--- config.mk ---
export PLATFORM = sky130hd
export DESIGN_NAME = bmp_row_to_framebuffer_blit
export DESIGN_NICKNAME = d
export VERILOG_FILES = /design/src/hdl/bmpb_pkg.sv /design/src/hdl/bmpb_unpack.sv /design/src/hdl/bmpb_place.sv /design/src/hdl/bmp_row_to_framebuffer_blit.sv
export VERILOG_INCLUDE_DIRS = /design/src /design/src/hdl
export SDC_FILE = /design/constraint.sdc
export NUM_CORES = 1
export LEC_CHECK = 0
export BUFFER_PORTS_ARGS = -buffer_cell sky130_fd_sc_hd__buf_2
export CAP_MARGIN = 5
export CORE_MARGIN = 8
export CORE_UTILIZATION = 45
export DETAILED_ROUTE_END_ITERATION = 8
export PLACE_DENSITY_LB_ADDON = 0.08
export SLEW_MARGIN = 25
export SYNTH_ARGS = -nofsm -noshare
export SYNTH_HDL_FRONTEND = slang
export SYNTH_SLANG_ARGS = --single-unit
--- constraint.sdc ---
create_clock -name clk -period 14.6 [get_ports clk]
set_input_delay 1.46 -clock clk [delete_from_list [all_inputs] [get_ports clk]]
set_output_delay 1.46 -clock clk [all_outputs]
set_load 0.03 [all_outputs]
--- src/hdl/assert_macros.svh ---
// Assertion macros shared by the RTL of the BMP blit block.
// Each macro expects signals clk and arst_n in the scope where it is used.
`ifndef ASSERT_MACROS_SVH
`define ASSERT_MACROS_SVH

// Implication or plain property, checked on every rising edge outside reset
`define ASSERT_CLK(lbl, prop, msg) \
	lbl: assert property (@(posedge clk) disable iff (!arst_n) prop) else $error(msg);

// Condition that must never hold outside reset
`define ASSERT_NEVER(lbl, cond, msg) \
	lbl: assert property (@(posedge clk) disable iff (!arst_n) !(cond)) else $error(msg);

`endif

--- src/hdl/bmpb_pkg.sv ---
// Shared types, constants and the reciprocal table of the BMP blit block.
// No dependencies; used by bmpb_unpack, bmpb_place and the top level.
package bmpb_pkg;

	localparam int FB_STRIDE   = 800;
	localparam int FB_ROWS     = 480;
	localparam int RECIP_SHIFT = 18;

	typedef enum logic [2:0] {
		REG_IMG_WIDTH  = 3'd0,
		REG_IMG_HEIGHT = 3'd1,
		REG_DEST_X     = 3'd2,
		REG_DEST_Y     = 3'd3,
		REG_SHRINK     = 3'd4
	} reg_idx_t;

	// Effective configuration: sizes forced to at least one, shrink within 1..16
	typedef struct packed {
		logic [9:0] width;
		logic [8:0] height;
		logic [4:0] shrink;
		logic [9:0] dest_x;
		logic [8:0] dest_y;
	} cfg_t;

	// One completed pixel on its way to placement
	typedef struct packed {
		logic [23:0] word;
		logic [8:0]  disp_row;
		logic [9:0]  out_col;
		logic        col_zero;
		logic        last_row;
		logic [9:0]  width_m1;
		logic [9:0]  dest_x;
		logic [8:0]  dest_y;
		logic [18:0] recip;
	} pix_t;

	// ceil(2^RECIP_SHIFT / s); exact quotient and zero-residue test for values below 1024
	function automatic logic [18:0] recip_of(input logic [4:0] s);
		logic [18:0] r;
		case (s)
			5'd1:    r = 19'd262144;
			5'd2:    r = 19'd131072;
			5'd3:    r = 19'd87382;
			5'd4:    r = 19'd65536;
			5'd5:    r = 19'd52429;
			5'd6:    r = 19'd43691;
			5'd7:    r = 19'd37450;
			5'd8:    r = 19'd32768;
			5'd9:    r = 19'd29128;
			5'd10:   r = 19'd26215;
			5'd11:   r = 19'd23832;
			5'd12:   r = 19'd21846;
			5'd13:   r = 19'd20165;
			5'd14:   r = 19'd18725;
			5'd15:   r = 19'd17477;
			5'd16:   r = 19'd16384;
			default: r = 19'd262144;
		endcase
		return r;
	endfunction

endpackage

--- src/hdl/bmpb_unpack.sv ---
// Byte unpacker: B,G,R assembly, pad skipping, row and column counters.
// Depends on bmpb_pkg; feeds completed pixels to bmpb_place.
module bmpb_unpack (
	input  logic            clk,
	input  logic            arst_n,
	input  bmpb_pkg::cfg_t  cfg,
	input  logic            s_tvalid,
	output logic            s_tready,
	input  logic [7:0]      s_tdata,
	input  logic            s_tuser,
	input  logic            adv,
	output logic            pix_valid,
	output bmpb_pkg::pix_t  pix
);
	import bmpb_pkg::*;

	logic [1:0]  phase_q, cur_phase, nxt_phase;
	logic [15:0] held_q, cur_held, nxt_held;
	logic [9:0]  col_q, cur_col, nxt_col;
	logic [8:0]  row_q, cur_row, nxt_row;
	logic [1:0]  pad_q, cur_pad, nxt_pad;
	logic [3:0]  cres_q, cur_cres, nxt_cres;
	logic [9:0]  ocol_q, cur_ocol, nxt_ocol;
	logic        take, pixel;
	logic        v_s1;
	pix_t        pix_s1;

	assign s_tready = !v_s1 || adv;
	assign take     = s_tvalid && s_tready;

	assign cur_phase = s_tuser ? 2'd0  : phase_q;
	assign cur_held  = s_tuser ? 16'd0 : held_q;
	assign cur_col   = s_tuser ? 10'd0 : col_q;
	assign cur_row   = s_tuser ? 9'd0  : row_q;
	assign cur_pad   = s_tuser ? 2'd0  : pad_q;
	assign cur_cres  = s_tuser ? 4'd0  : cres_q;
	assign cur_ocol  = s_tuser ? 10'd0 : ocol_q;

	always_comb begin
		nxt_phase = cur_phase;
		nxt_held  = cur_held;
		nxt_col   = cur_col;
		nxt_row   = cur_row;
		nxt_pad   = cur_pad;
		nxt_cres  = cur_cres;
		nxt_ocol  = cur_ocol;
		pixel     = 1'b0;
		if (cur_row < cfg.height) begin
			if (cur_pad != 2'd0) begin
				nxt_pad = cur_pad - 2'd1;
			end else begin
				case (cur_phase)
					2'd0: begin
						nxt_held  = {cur_held[15:8], s_tdata};
						nxt_phase = 2'd1;
					end
					2'd1: begin
						nxt_held  = {s_tdata, cur_held[7:0]};
						nxt_phase = 2'd2;
					end
					default: begin
						pixel     = 1'b1;
						nxt_phase = 2'd0;
						if ({1'b0, cur_col} + 11'd1 >= {1'b0, cfg.width}) begin
							nxt_col  = 10'd0;
							nxt_cres = 4'd0;
							nxt_ocol = 10'd0;
							nxt_row  = cur_row + 9'd1;
							nxt_pad  = cfg.width[1:0];
						end else begin
							nxt_col = cur_col + 10'd1;
							if ({1'b0, cur_cres} + 5'd1 >= cfg.shrink) begin
								nxt_cres = 4'd0;
								nxt_ocol = cur_ocol + 10'd1;
							end else begin
								nxt_cres = cur_cres + 4'd1;
							end
						end
					end
				endcase
			end
		end
	end

	always_ff @(posedge clk or negedge arst_n) begin
		if (!arst_n) begin
			phase_q <= 2'd0;
			held_q  <= 16'd0;
			col_q   <= 10'd0;
			row_q   <= 9'd0;
			pad_q   <= 2'd0;
			cres_q  <= 4'd0;
			ocol_q  <= 10'd0;
			v_s1    <= 1'b0;
		end else begin
			if (take) begin
				phase_q <= nxt_phase;
				held_q  <= nxt_held;
				col_q   <= nxt_col;
				row_q   <= nxt_row;
				pad_q   <= nxt_pad;
				cres_q  <= nxt_cres;
				ocol_q  <= nxt_ocol;
			end
			if (s_tready) begin
				v_s1 <= take && pixel;
			end
		end
	end

	always_ff @(posedge clk) begin
		if (take && pixel) begin
			pix_s1.word     <= {s_tdata, cur_held};
			pix_s1.disp_row <= cfg.height - 9'd1 - cur_row;
			pix_s1.out_col  <= cur_ocol;
			pix_s1.col_zero <= (cur_cres == 4'd0);
			pix_s1.last_row <= (cur_row == cfg.height - 9'd1);
			pix_s1.width_m1 <= cfg.width - 10'd1;
			pix_s1.dest_x   <= cfg.dest_x;
			pix_s1.dest_y   <= cfg.dest_y;
			pix_s1.recip    <= recip_of(cfg.shrink);
		end
	end

	assign pix_valid = v_s1;
	assign pix       = pix_s1;

endmodule

--- src/hdl/bmpb_place.sv ---
// Pixel placement: decimation by reciprocal multiply, clipping, address and last-write flag.
// Depends on bmpb_pkg; takes pixels from bmpb_unpack and drives the result register.
module bmpb_place (
	input  logic            clk,
	input  logic            arst_n,
	input  logic            pix_valid,
	input  bmpb_pkg::pix_t  pix,
	output logic            adv,
	output logic            m_tvalid,
	input  logic            m_tready,
	output logic [18:0]     fb_address,
	output logic [23:0]     pixel_word,
	output logic            image_done
);
	import bmpb_pkg::*;

	logic        en_out;
	logic        v_s2;
	logic [27:0] row_prod_s2;
	logic [28:0] wid_prod_s2;
	logic [23:0] word_s2;
	logic [9:0]  out_col_s2;
	logic        col_zero_s2, last_row_s2;
	logic [9:0]  dest_x_s2;
	logic [8:0]  dest_y_s2;
	logic [18:0] recip_s2;

	logic [8:0]  out_row;
	logic        row_zero;
	logic [9:0]  last_col, lim, last_kept;
	logic [9:0]  fb_row;
	logic [10:0] fb_col;
	logic        keep, done;
	logic [18:0] addr;

	logic        out_v_q;
	logic [18:0] addr_q;
	logic [23:0] word_q;
	logic        done_q;

	assign en_out = !out_v_q || m_tready;
	assign adv    = !v_s2 || en_out;

	always_ff @(posedge clk or negedge arst_n) begin
		if (!arst_n) begin
			v_s2 <= 1'b0;
		end else if (adv) begin
			v_s2 <= pix_valid;
		end
	end

	always_ff @(posedge clk) begin
		if (adv && pix_valid) begin
			row_prod_s2 <= pix.disp_row * pix.recip;
			wid_prod_s2 <= pix.width_m1 * pix.recip;
			word_s2     <= pix.word;
			out_col_s2  <= pix.out_col;
			col_zero_s2 <= pix.col_zero;
			last_row_s2 <= pix.last_row;
			dest_x_s2   <= pix.dest_x;
			dest_y_s2   <= pix.dest_y;
			recip_s2    <= pix.recip;
		end
	end

	always_comb begin
		out_row   = row_prod_s2[RECIP_SHIFT+8:RECIP_SHIFT];
		row_zero  = {1'b0, row_prod_s2[RECIP_SHIFT-1:0]} < recip_s2;
		last_col  = wid_prod_s2[RECIP_SHIFT+9:RECIP_SHIFT];
		lim       = 10'(FB_STRIDE - 1) - dest_x_s2;
		last_kept = (dest_x_s2 > 10'(FB_STRIDE - 1) || last_col < lim) ? last_col : lim;
		fb_row    = {1'b0, dest_y_s2} + {1'b0, out_row};
		fb_col    = {1'b0, dest_x_s2} + {1'b0, out_col_s2};
		keep      = col_zero_s2 && row_zero && fb_row < 10'(FB_ROWS)
		            && fb_col < 11'(FB_STRIDE);
		done      = last_row_s2 && out_col_s2 == last_kept;
		addr      = 19'(fb_row) * 19'(FB_STRIDE) + 19'(fb_col);
	end

	always_ff @(posedge clk or negedge arst_n) begin
		if (!arst_n) begin
			out_v_q <= 1'b0;
		end else if (en_out) begin
			out_v_q <= v_s2 && keep;
		end
	end

	always_ff @(posedge clk) begin
		if (en_out && v_s2 && keep) begin
			addr_q <= addr;
			word_q <= word_s2;
			done_q <= done;
		end
	end

	assign m_tvalid   = out_v_q;
	assign fb_address = addr_q;
	assign pixel_word = word_q;
	assign image_done = done_q;

endmodule

--- src/hdl/bmp_row_to_framebuffer_blit.sv ---
// Takes the pixel array of a 24-bit bottom-up BMP one byte per request, row padding included,
// and turns every kept pixel into one write of an 800 by 480 framebuffer. One byte is taken
// each cycle unless an output stall holds the pipeline; a pixel needs three bytes, though up
// to three writes can leave back to back once an output stall clears. A write passes the unpack
// register, the reciprocal-multiply register for the shrink division, then the result register.
// Pad bytes, dropped columns and rows, and pixels outside the buffer give no write. Set tuser on
// the first byte of each image to restart the counters; bytes after the last row are ignored
// until then. Configuration writes take effect from the next byte and are always accepted. No
// clearing pass after reset.
module bmp_row_to_framebuffer_blit (
	input  logic        clk,
	input  logic        arst_n,
	input  logic        cfg_valid,
	output logic        cfg_ready,
	input  logic [2:0]  cfg_index,
	input  logic [9:0]  cfg_data,
	input  logic        s_tvalid,
	output logic        s_tready,
	input  logic [7:0]  s_tdata,   // [7:0] data_byte
	input  logic        s_tuser,   // [0] image_start
	output logic        m_tvalid,
	input  logic        m_tready,
	output logic [47:0] m_tdata,   // [18:0] fb_address, [42:19] pixel_word, [47:43] zero
	output logic        m_tlast    // image_done
);
	import bmpb_pkg::*;
	`include "assert_macros.svh"

	logic [9:0]  img_width_q;
	logic [8:0]  img_height_q;
	logic [9:0]  dest_x_q;
	logic [8:0]  dest_y_q;
	logic [4:0]  shrink_q;
	cfg_t        cfg;
	logic        pix_valid, adv;
	pix_t        pix;
	logic [18:0] fb_address;
	logic [23:0] pixel_word;
	logic        image_done;

	assign cfg_ready = 1'b1;

	always_ff @(posedge clk or negedge arst_n) begin
		if (!arst_n) begin
			img_width_q  <= 10'd800;
			img_height_q <= 9'd480;
			dest_x_q     <= 10'd0;
			dest_y_q     <= 9'd0;
			shrink_q     <= 5'd1;
		end else if (cfg_valid && cfg_ready) begin
			case (reg_idx_t'(cfg_index))
				REG_IMG_WIDTH:  img_width_q  <= cfg_data;
				REG_IMG_HEIGHT: img_height_q <= cfg_data[8:0];
				REG_DEST_X:     dest_x_q     <= cfg_data;
				REG_DEST_Y:     dest_y_q     <= cfg_data[8:0];
				REG_SHRINK:     shrink_q     <= cfg_data[4:0];
				default: ;
			endcase
		end
	end

	always_comb begin
		cfg.width  = (img_width_q == 10'd0) ? 10'd1 : img_width_q;
		cfg.height = (img_height_q == 9'd0) ? 9'd1 : img_height_q;
		cfg.shrink = (shrink_q == 5'd0) ? 5'd1 : ((shrink_q > 5'd16) ? 5'd16 : shrink_q);
		cfg.dest_x = dest_x_q;
		cfg.dest_y = dest_y_q;
	end

	bmpb_unpack u_unpack (
		.clk       (clk),
		.arst_n    (arst_n),
		.cfg       (cfg),
		.s_tvalid  (s_tvalid),
		.s_tready  (s_tready),
		.s_tdata   (s_tdata),
		.s_tuser   (s_tuser),
		.adv       (adv),
		.pix_valid (pix_valid),
		.pix       (pix)
	);

	bmpb_place u_place (
		.clk        (clk),
		.arst_n     (arst_n),
		.pix_valid  (pix_valid),
		.pix        (pix),
		.adv        (adv),
		.m_tvalid   (m_tvalid),
		.m_tready   (m_tready),
		.fb_address (fb_address),
		.pixel_word (pixel_word),
		.image_done (image_done)
	);

	assign m_tdata = {5'd0, pixel_word, fb_address};
	assign m_tlast = image_done;

	`ASSERT_CLK(a_addr_in_buffer, m_tvalid |-> (m_tdata[18:0] < 19'(FB_STRIDE * FB_ROWS)), "write address outside framebuffer")
	`ASSERT_CLK(a_stall_from_output, !s_tready |-> m_tvalid, "input stalled with no result waiting")
	`ASSERT_NEVER(a_cfg_blocked, !cfg_ready, "configuration port refused a write")

endmodule

Word-level counts from Yosys, hierarchy flattened:

Memories as Yosys holds them, arrays and structs flattened. A register that Yosys moved wholly into a read port is not among the register bits.
Cells that the tools add are included.
Widths: inputs -> output; s select.

* memories kept: 1
* input port bits: 27
* output and inout port bits: 52
* memory bits (read-only): 608
* word-level logic and storage cells: 142
* register bits: 346

Memories
* (name not given): depth 32, bits a word 19, rd ports 1, clocked after memory_dff 1, write ports 0, line bmpb_pkg.sv:42 `case (s)`

* mux-type cells: 43
* add/sub/neg operators: 14
* multiply operators: 3
* $lt $le $gt $ge: 9
* reduce and logical (&&, ||, !) cells: 30
* eq/ne operators: 7

Operator list (count)
* $mux 10: 13
* $mux 9: 6
* $mux 16: 3
* $pmux 16 s2: 1
* $mul 10x19->28: 1
* $mul 9x19->27: 1
* $mux 4: 6
* $add 10x1->10 const B: 2
* $add 19x11->19: 1
* $lt 18x19->1: 1
* $mux 2: 8
* $mul 10x5->14 const B: 1
* $add 10x1->11 const B: 1
* $add 10x10->11: 1
* $ge 11x10->1: 1
* $lt 11x10->1 const B: 1
* $add 9x9->10: 1
* $eq 10x10->1: 1
* $gt 10x10->1 const B: 1
* $logic_and 1x1->1: 10
* $logic_not 10->1: 1
* $lt 10x10->1: 1
* $lt 10x9->1 const B: 1
* $mux 5: 2
* 28 further kinds: 40

Longest topological paths before layout:

* word-level depth: 9
* depth in mapped cells: 23
* mapped depth without buffers: 23

Modules after synthesis:

From an unflattened synthesis, not the netlist that was laid out.

* cell total of the unflattened synthesis: 2659
* area, all modules: 28044.4 um^2

Modules (own cells, without submodules)
* bmpb_place: cells each 1807, sequential area each 4704.5 um^2, area each 18446.4 um^2, instances 1
* bmpb_unpack: cells each 719, sequential area each 4144.0 um^2, area each 7661.1 um^2, instances 1
* bmp_row_to_framebuffer_blit: cells each 133, sequential area each 1086.0 um^2, area each 1936.9 um^2, instances 1

Worst setup path before layout:

OpenSTA, ideal clock, no wires.

* path kind: in2reg
* start: in s_tuser
* end: reg u_unpack.pix[0] (netlist name)
* stages on the path: 13
* data arrival time: 7.336 ns
* slack: 6.719 ns
* data required time: 14.054 ns
* path buffers: 3
* setup time: 0.546 ns
* cell sequence: inv_1 clkbuf_1 clkbuf_1 nand2_1 inv_1 ha_1 nor2b_1 o21a_1 o21ai_1 a211o_1 nand4_1 clkbuf_1 nor2_1

* word-level cells in the longest chain between the ends: 7
* elaborated cells on any way between the ends: 12
* classes of those cells: 1 x order compare; 1 x eq/ne; 6 x mux; 4 x reduce/logical

RTL lines
* from (decl): line bmp_row_to_framebuffer_blit.sv:20 `input logic s_tuser,`
* parallel branches: the longest is 5 deep, another holds $lt 9x9->1
* $mux 1 *: line bmpb_unpack.sv:48 `if (cur_row < cfg.height) begin`
* $logic_and 1x1->1 *: line bmpb_unpack.sv:112 `if (take && pixel) begin`

Mark *: on every way between the ends.
A chain may end at the register's enable or synchronous reset.

Final worst setup path:

* start: reg u_unpack.pix[9] (netlist name)
* end: reg u_place.wid_prod_s2[27], data pin

* word-level cells in the longest chain between the ends: 1

RTL lines
* $mul 10x19->28: line bmpb_place.sv:55 `wid_prod_s2 <= pix.width_m1 * pix.recip;`
* to (signal assigned): line bmpb_place.sv:55
* to (decl): line bmpb_place.sv:20 `logic [28:0] wid_prod_s2;`

No other way between the ends.

==> impl_metrics.ini <==
[global_routing]
grt_pass1_wl_um = 102000
grt.total_usage = 0.182
antenna_found_initial = 0
grt_pass1_vias = 18800
overflow = 0
grt_start_max_net_pins = 70

[timing]
grt_setup_unrepaired = false
finalClockSkew_ns = 0.0190
hold_viol = 0
fmax_ghz = 0.154
tns_ns = 0
relSlewSlack = 0.332
setup_violations = 0
post-route-period-util = 0.444
period_minus_slack_ns = 6.49
slew_viol_final = 0
worst_pin_slew_ns = 1.00

[clocking]
hold_buffers = 0
clock_latency_ns = 0.57
ctsResizeCount = 0
post_cts_buffers = 0
htreeDepth = 2
clkTransAtPathRegs_ns = 0.06
cts-root-buf = clkbuf_16
tritoncts = yes
cts_max_path_buffers = 3
cts_made_buffers = 40
clock_sinks = 347

[worst_setup_path]
cp.required_ns = 14.91
crit_path_start_kind = flop
crit_path_start = u_unpack.pix[9]
worstSetupPathType = flop to flop
reg2regPathDepth = 18
r2r_start = u_unpack.pix[9]
cp.arrival_ns = 6.79
crit_path_max_fanout = 20
end_kind = flop

[yosys]
syn-cell-area_um2 = 27300
avgSynthCellArea_um2 = 10.7
synth_ff_type = edfxtp_1
synth-seq-cells = 347
synth-seq-area-share = 0.364
synthCells = 2557
async_reset_ff_frac = 0.285
yosysWarnings = 0
synth_edf_count = 248
yosysUniqueCellTypes = 83

[die]
initial_core_util = 0.454
num_io_pins = 79
die_area_um2 = 68800
die_x_um = 262
coreArea_um2 = 60100
die_h_um = 262
rows = 90

[drt]
num_vias = 17800
vias_per_cell = 5.23
post_drt_wl_per_cell_um = 18.3
first_pass_iters = 5
drtIter0Drc = 821
antenna_left = 0
route.detailed.drc = 0
wl_um = 62500

[power_and_ir_drop]
leakage_nw = 13.5
p_per_area_nw_per_um2 = 151
peakVddDrop_v = 0.000109

[cells_and_area]
n_antenna_cell = 0
fin_nets = 3116
syn_to_final_growth_pct = 8.84
layout-drive-gt1-share = 0.0796
fin_cells = 3409

[run_status]
status = completed

[min_path]
hold_depth = 0
hold_start = u_place.word_s2[4]
holdCritPathClass = flop to flop

[flow_run]
maxCapViolations = 0

[place]
hpwl_um = 47300
dp_cells = 3335
gp_congestion = 0.818
numPortBuffers = 72
Yosys cell counts (all sizes together) (11+ instances only):
cell type | count | area (um2)
nor3 | 33 | 165
o21ai | 72 | 360
clkbuf | 81 | 304
a31oi | 12 | 75.1
and3 | 12 | 75.1
nor2b | 44 | 278
fa | 260 | 5200
and2 | 190 | 1190
mux2 | 27 | 304
xor2 | 49 | 429
a211oi | 12 | 95.1
ha | 234 | 2930
nand2b | 12 | 75.1
dfrtp | 91 | 2280
buf | 11 | 70.1
inv | 398 | 1490
nand2 | 278 | 1050
nand4 | 13 | 81.3
xnor2 | 72 | 631
o21bai | 12 | 90.1
nand3 | 28 | 140
edfxtp | 248 | 7450
a22o | 29 | 254
a21oi | 78 | 394
a21o | 41 | 308
o21a | 14 | 105
nor2 | 93 | 352
worst max-delay path, cell delays in order (launching register included):
cell       delay [ns]
edfxtp_1         0.88
and2_1           0.25
fa_1             0.44
fa_1             0.52
fa_1             0.52
fa_1             0.59
inv_1            0.08
fa_1             0.53
inv_1            0.04
ha_1             0.33
a211oi_2         0.33
nand2_1          0.14
a2111oi_4        0.33
o31ai_2          0.20
o41a_1           0.40
a41o_1           0.29
o21a_1           0.20
nor2_2           0.10
xnor2_1          0.06
cell usage in the layout, fill, tap and decap left out, types with 11 or more instances in the layout:
master / n
a21o_1: 41
a21oi_1: 77
a22o_1: 29
a31oi_1: 12
and2_1: 189
and3_1: 12
buf_2: 71
buf_4: 13
clkbuf_1: 11
clkbuf_16: 40
dfrtp_1: 91
edfxtp_1: 248
fa_1: 260
ha_1: 234
inv_1: 398
mux2_2: 27
nand2_1: 277
nand2b_1: 12
nand3_1: 28
nand4_1: 13
nor2_1: 90
nor2b_1: 43
nor3_1: 31
o21a_1: 14
o21ai_0: 61
o21ai_1: 11
o21bai_1: 12
xnor2_1: 72
xor2_1: 49
registers in the layout, summed over array words and instances, names as in the netlist, 4 cells and up:
| name | flops |
|---|---|
| dest_x_q | 10 |
| dest_y_q | 9 |
| img_height_q | 9 |
| img_width_q | 10 |
| shrink_q | 5 |
| u_place.dest_x_s2 | 10 |
| u_place.dest_y_s2 | 9 |
| u_place.fb_address | 19 |
| u_place.out_col_s2 | 10 |
| u_place.pixel_word | 24 |
| u_place.recip_s2 | 19 |
| u_place.row_prod_s2 | 27 |
| u_place.wid_prod_s2 | 10 |
| u_place.word_s2 | 24 |
| u_unpack.col_q | 10 |
| u_unpack.cres_q | 4 |
| u_unpack.held_q | 16 |
| u_unpack.ocol_q | 10 |
| u_unpack.pix | 93 |
| u_unpack.row_q | 9 |
report_power, final:
group / internal, W / switching [W] / leakage [nW]
sequential: 0.00124 / 0.0000706 / 3.51
combinational: 0.000922 / 0.00125 / 9.38
clock: 0.000579 / 0.000420 / 0.629
total: 0.00274 / 0.00174 / 13.5
cell families after synthesis:
kind of cell,synth area share
xor gates and xnor gates,0.0388
other,0.000275
muxes,0.0119
adders and majority gates,0.298
DFF,0.364
buffers and inverters,0.0685
and+or+nand+nor,0.133
AOI/OAI and AO/OA,0.0858
per-stage QoR:
step	power, W	setup WS (ns)	util	hold WS [ns]	instance area (um2)
4_1_cts	0.00454	8.11	0.494	0.419	29700
3_5_place_dp	0.00350	8.03	0.473	0.405	28400
6_report	0.00448	8.11	0.494	0.417	29700
2_1_floorplan	0.00298	6.72	-	0.400	27300
5_1_grt	0.00485	7.84	0.494	0.419	29700
3_3_place_gp	0.00346	8.15	0.473	0.402	28400
cell type report:
| cell class | count | area, um2 |
|---|---|---|
| Clock buffer | 54 | 1080 |
| Clock inverter | 20 | 213 |
| Fill cell | 5552 | 30400 |
| Inverter | 399 | 1500 |
| Multi-Input combinational cell | 1723 | 15600 |
| Sequential cell | 347 | 9930 |
| Tap cell | 782 | 978 |
| Timing Repair Buffer | 84 | 453 |
final timing paths:
path / to / slack [ns]
worst max register to register: u_place.wid_prod_s2[27] / 8.11
worst max-delay path: u_place.wid_prod_s2[27] / 8.11
min in group asynchronous: u_unpack.held_q[3] / 0.98
worst min-delay path: u_place.pixel_word[4] / 0.42
max in group asynchronous: dest_y_q[7] / 12.48
worst min register to register: u_place.pixel_word[4] / 0.42
layer usage:
| layer | track usage | routed length (um) |
|---|---|---|
| met5 | 0 | 0 |
| met4 | 0.0541 | 1830 |
| met3 | 0.0283 | 2600 |
| met2 | 0.299 | 29000 |
| met1 | 0.248 | 29100 |
Note: power is estimated with default switching activity, not from simulation.
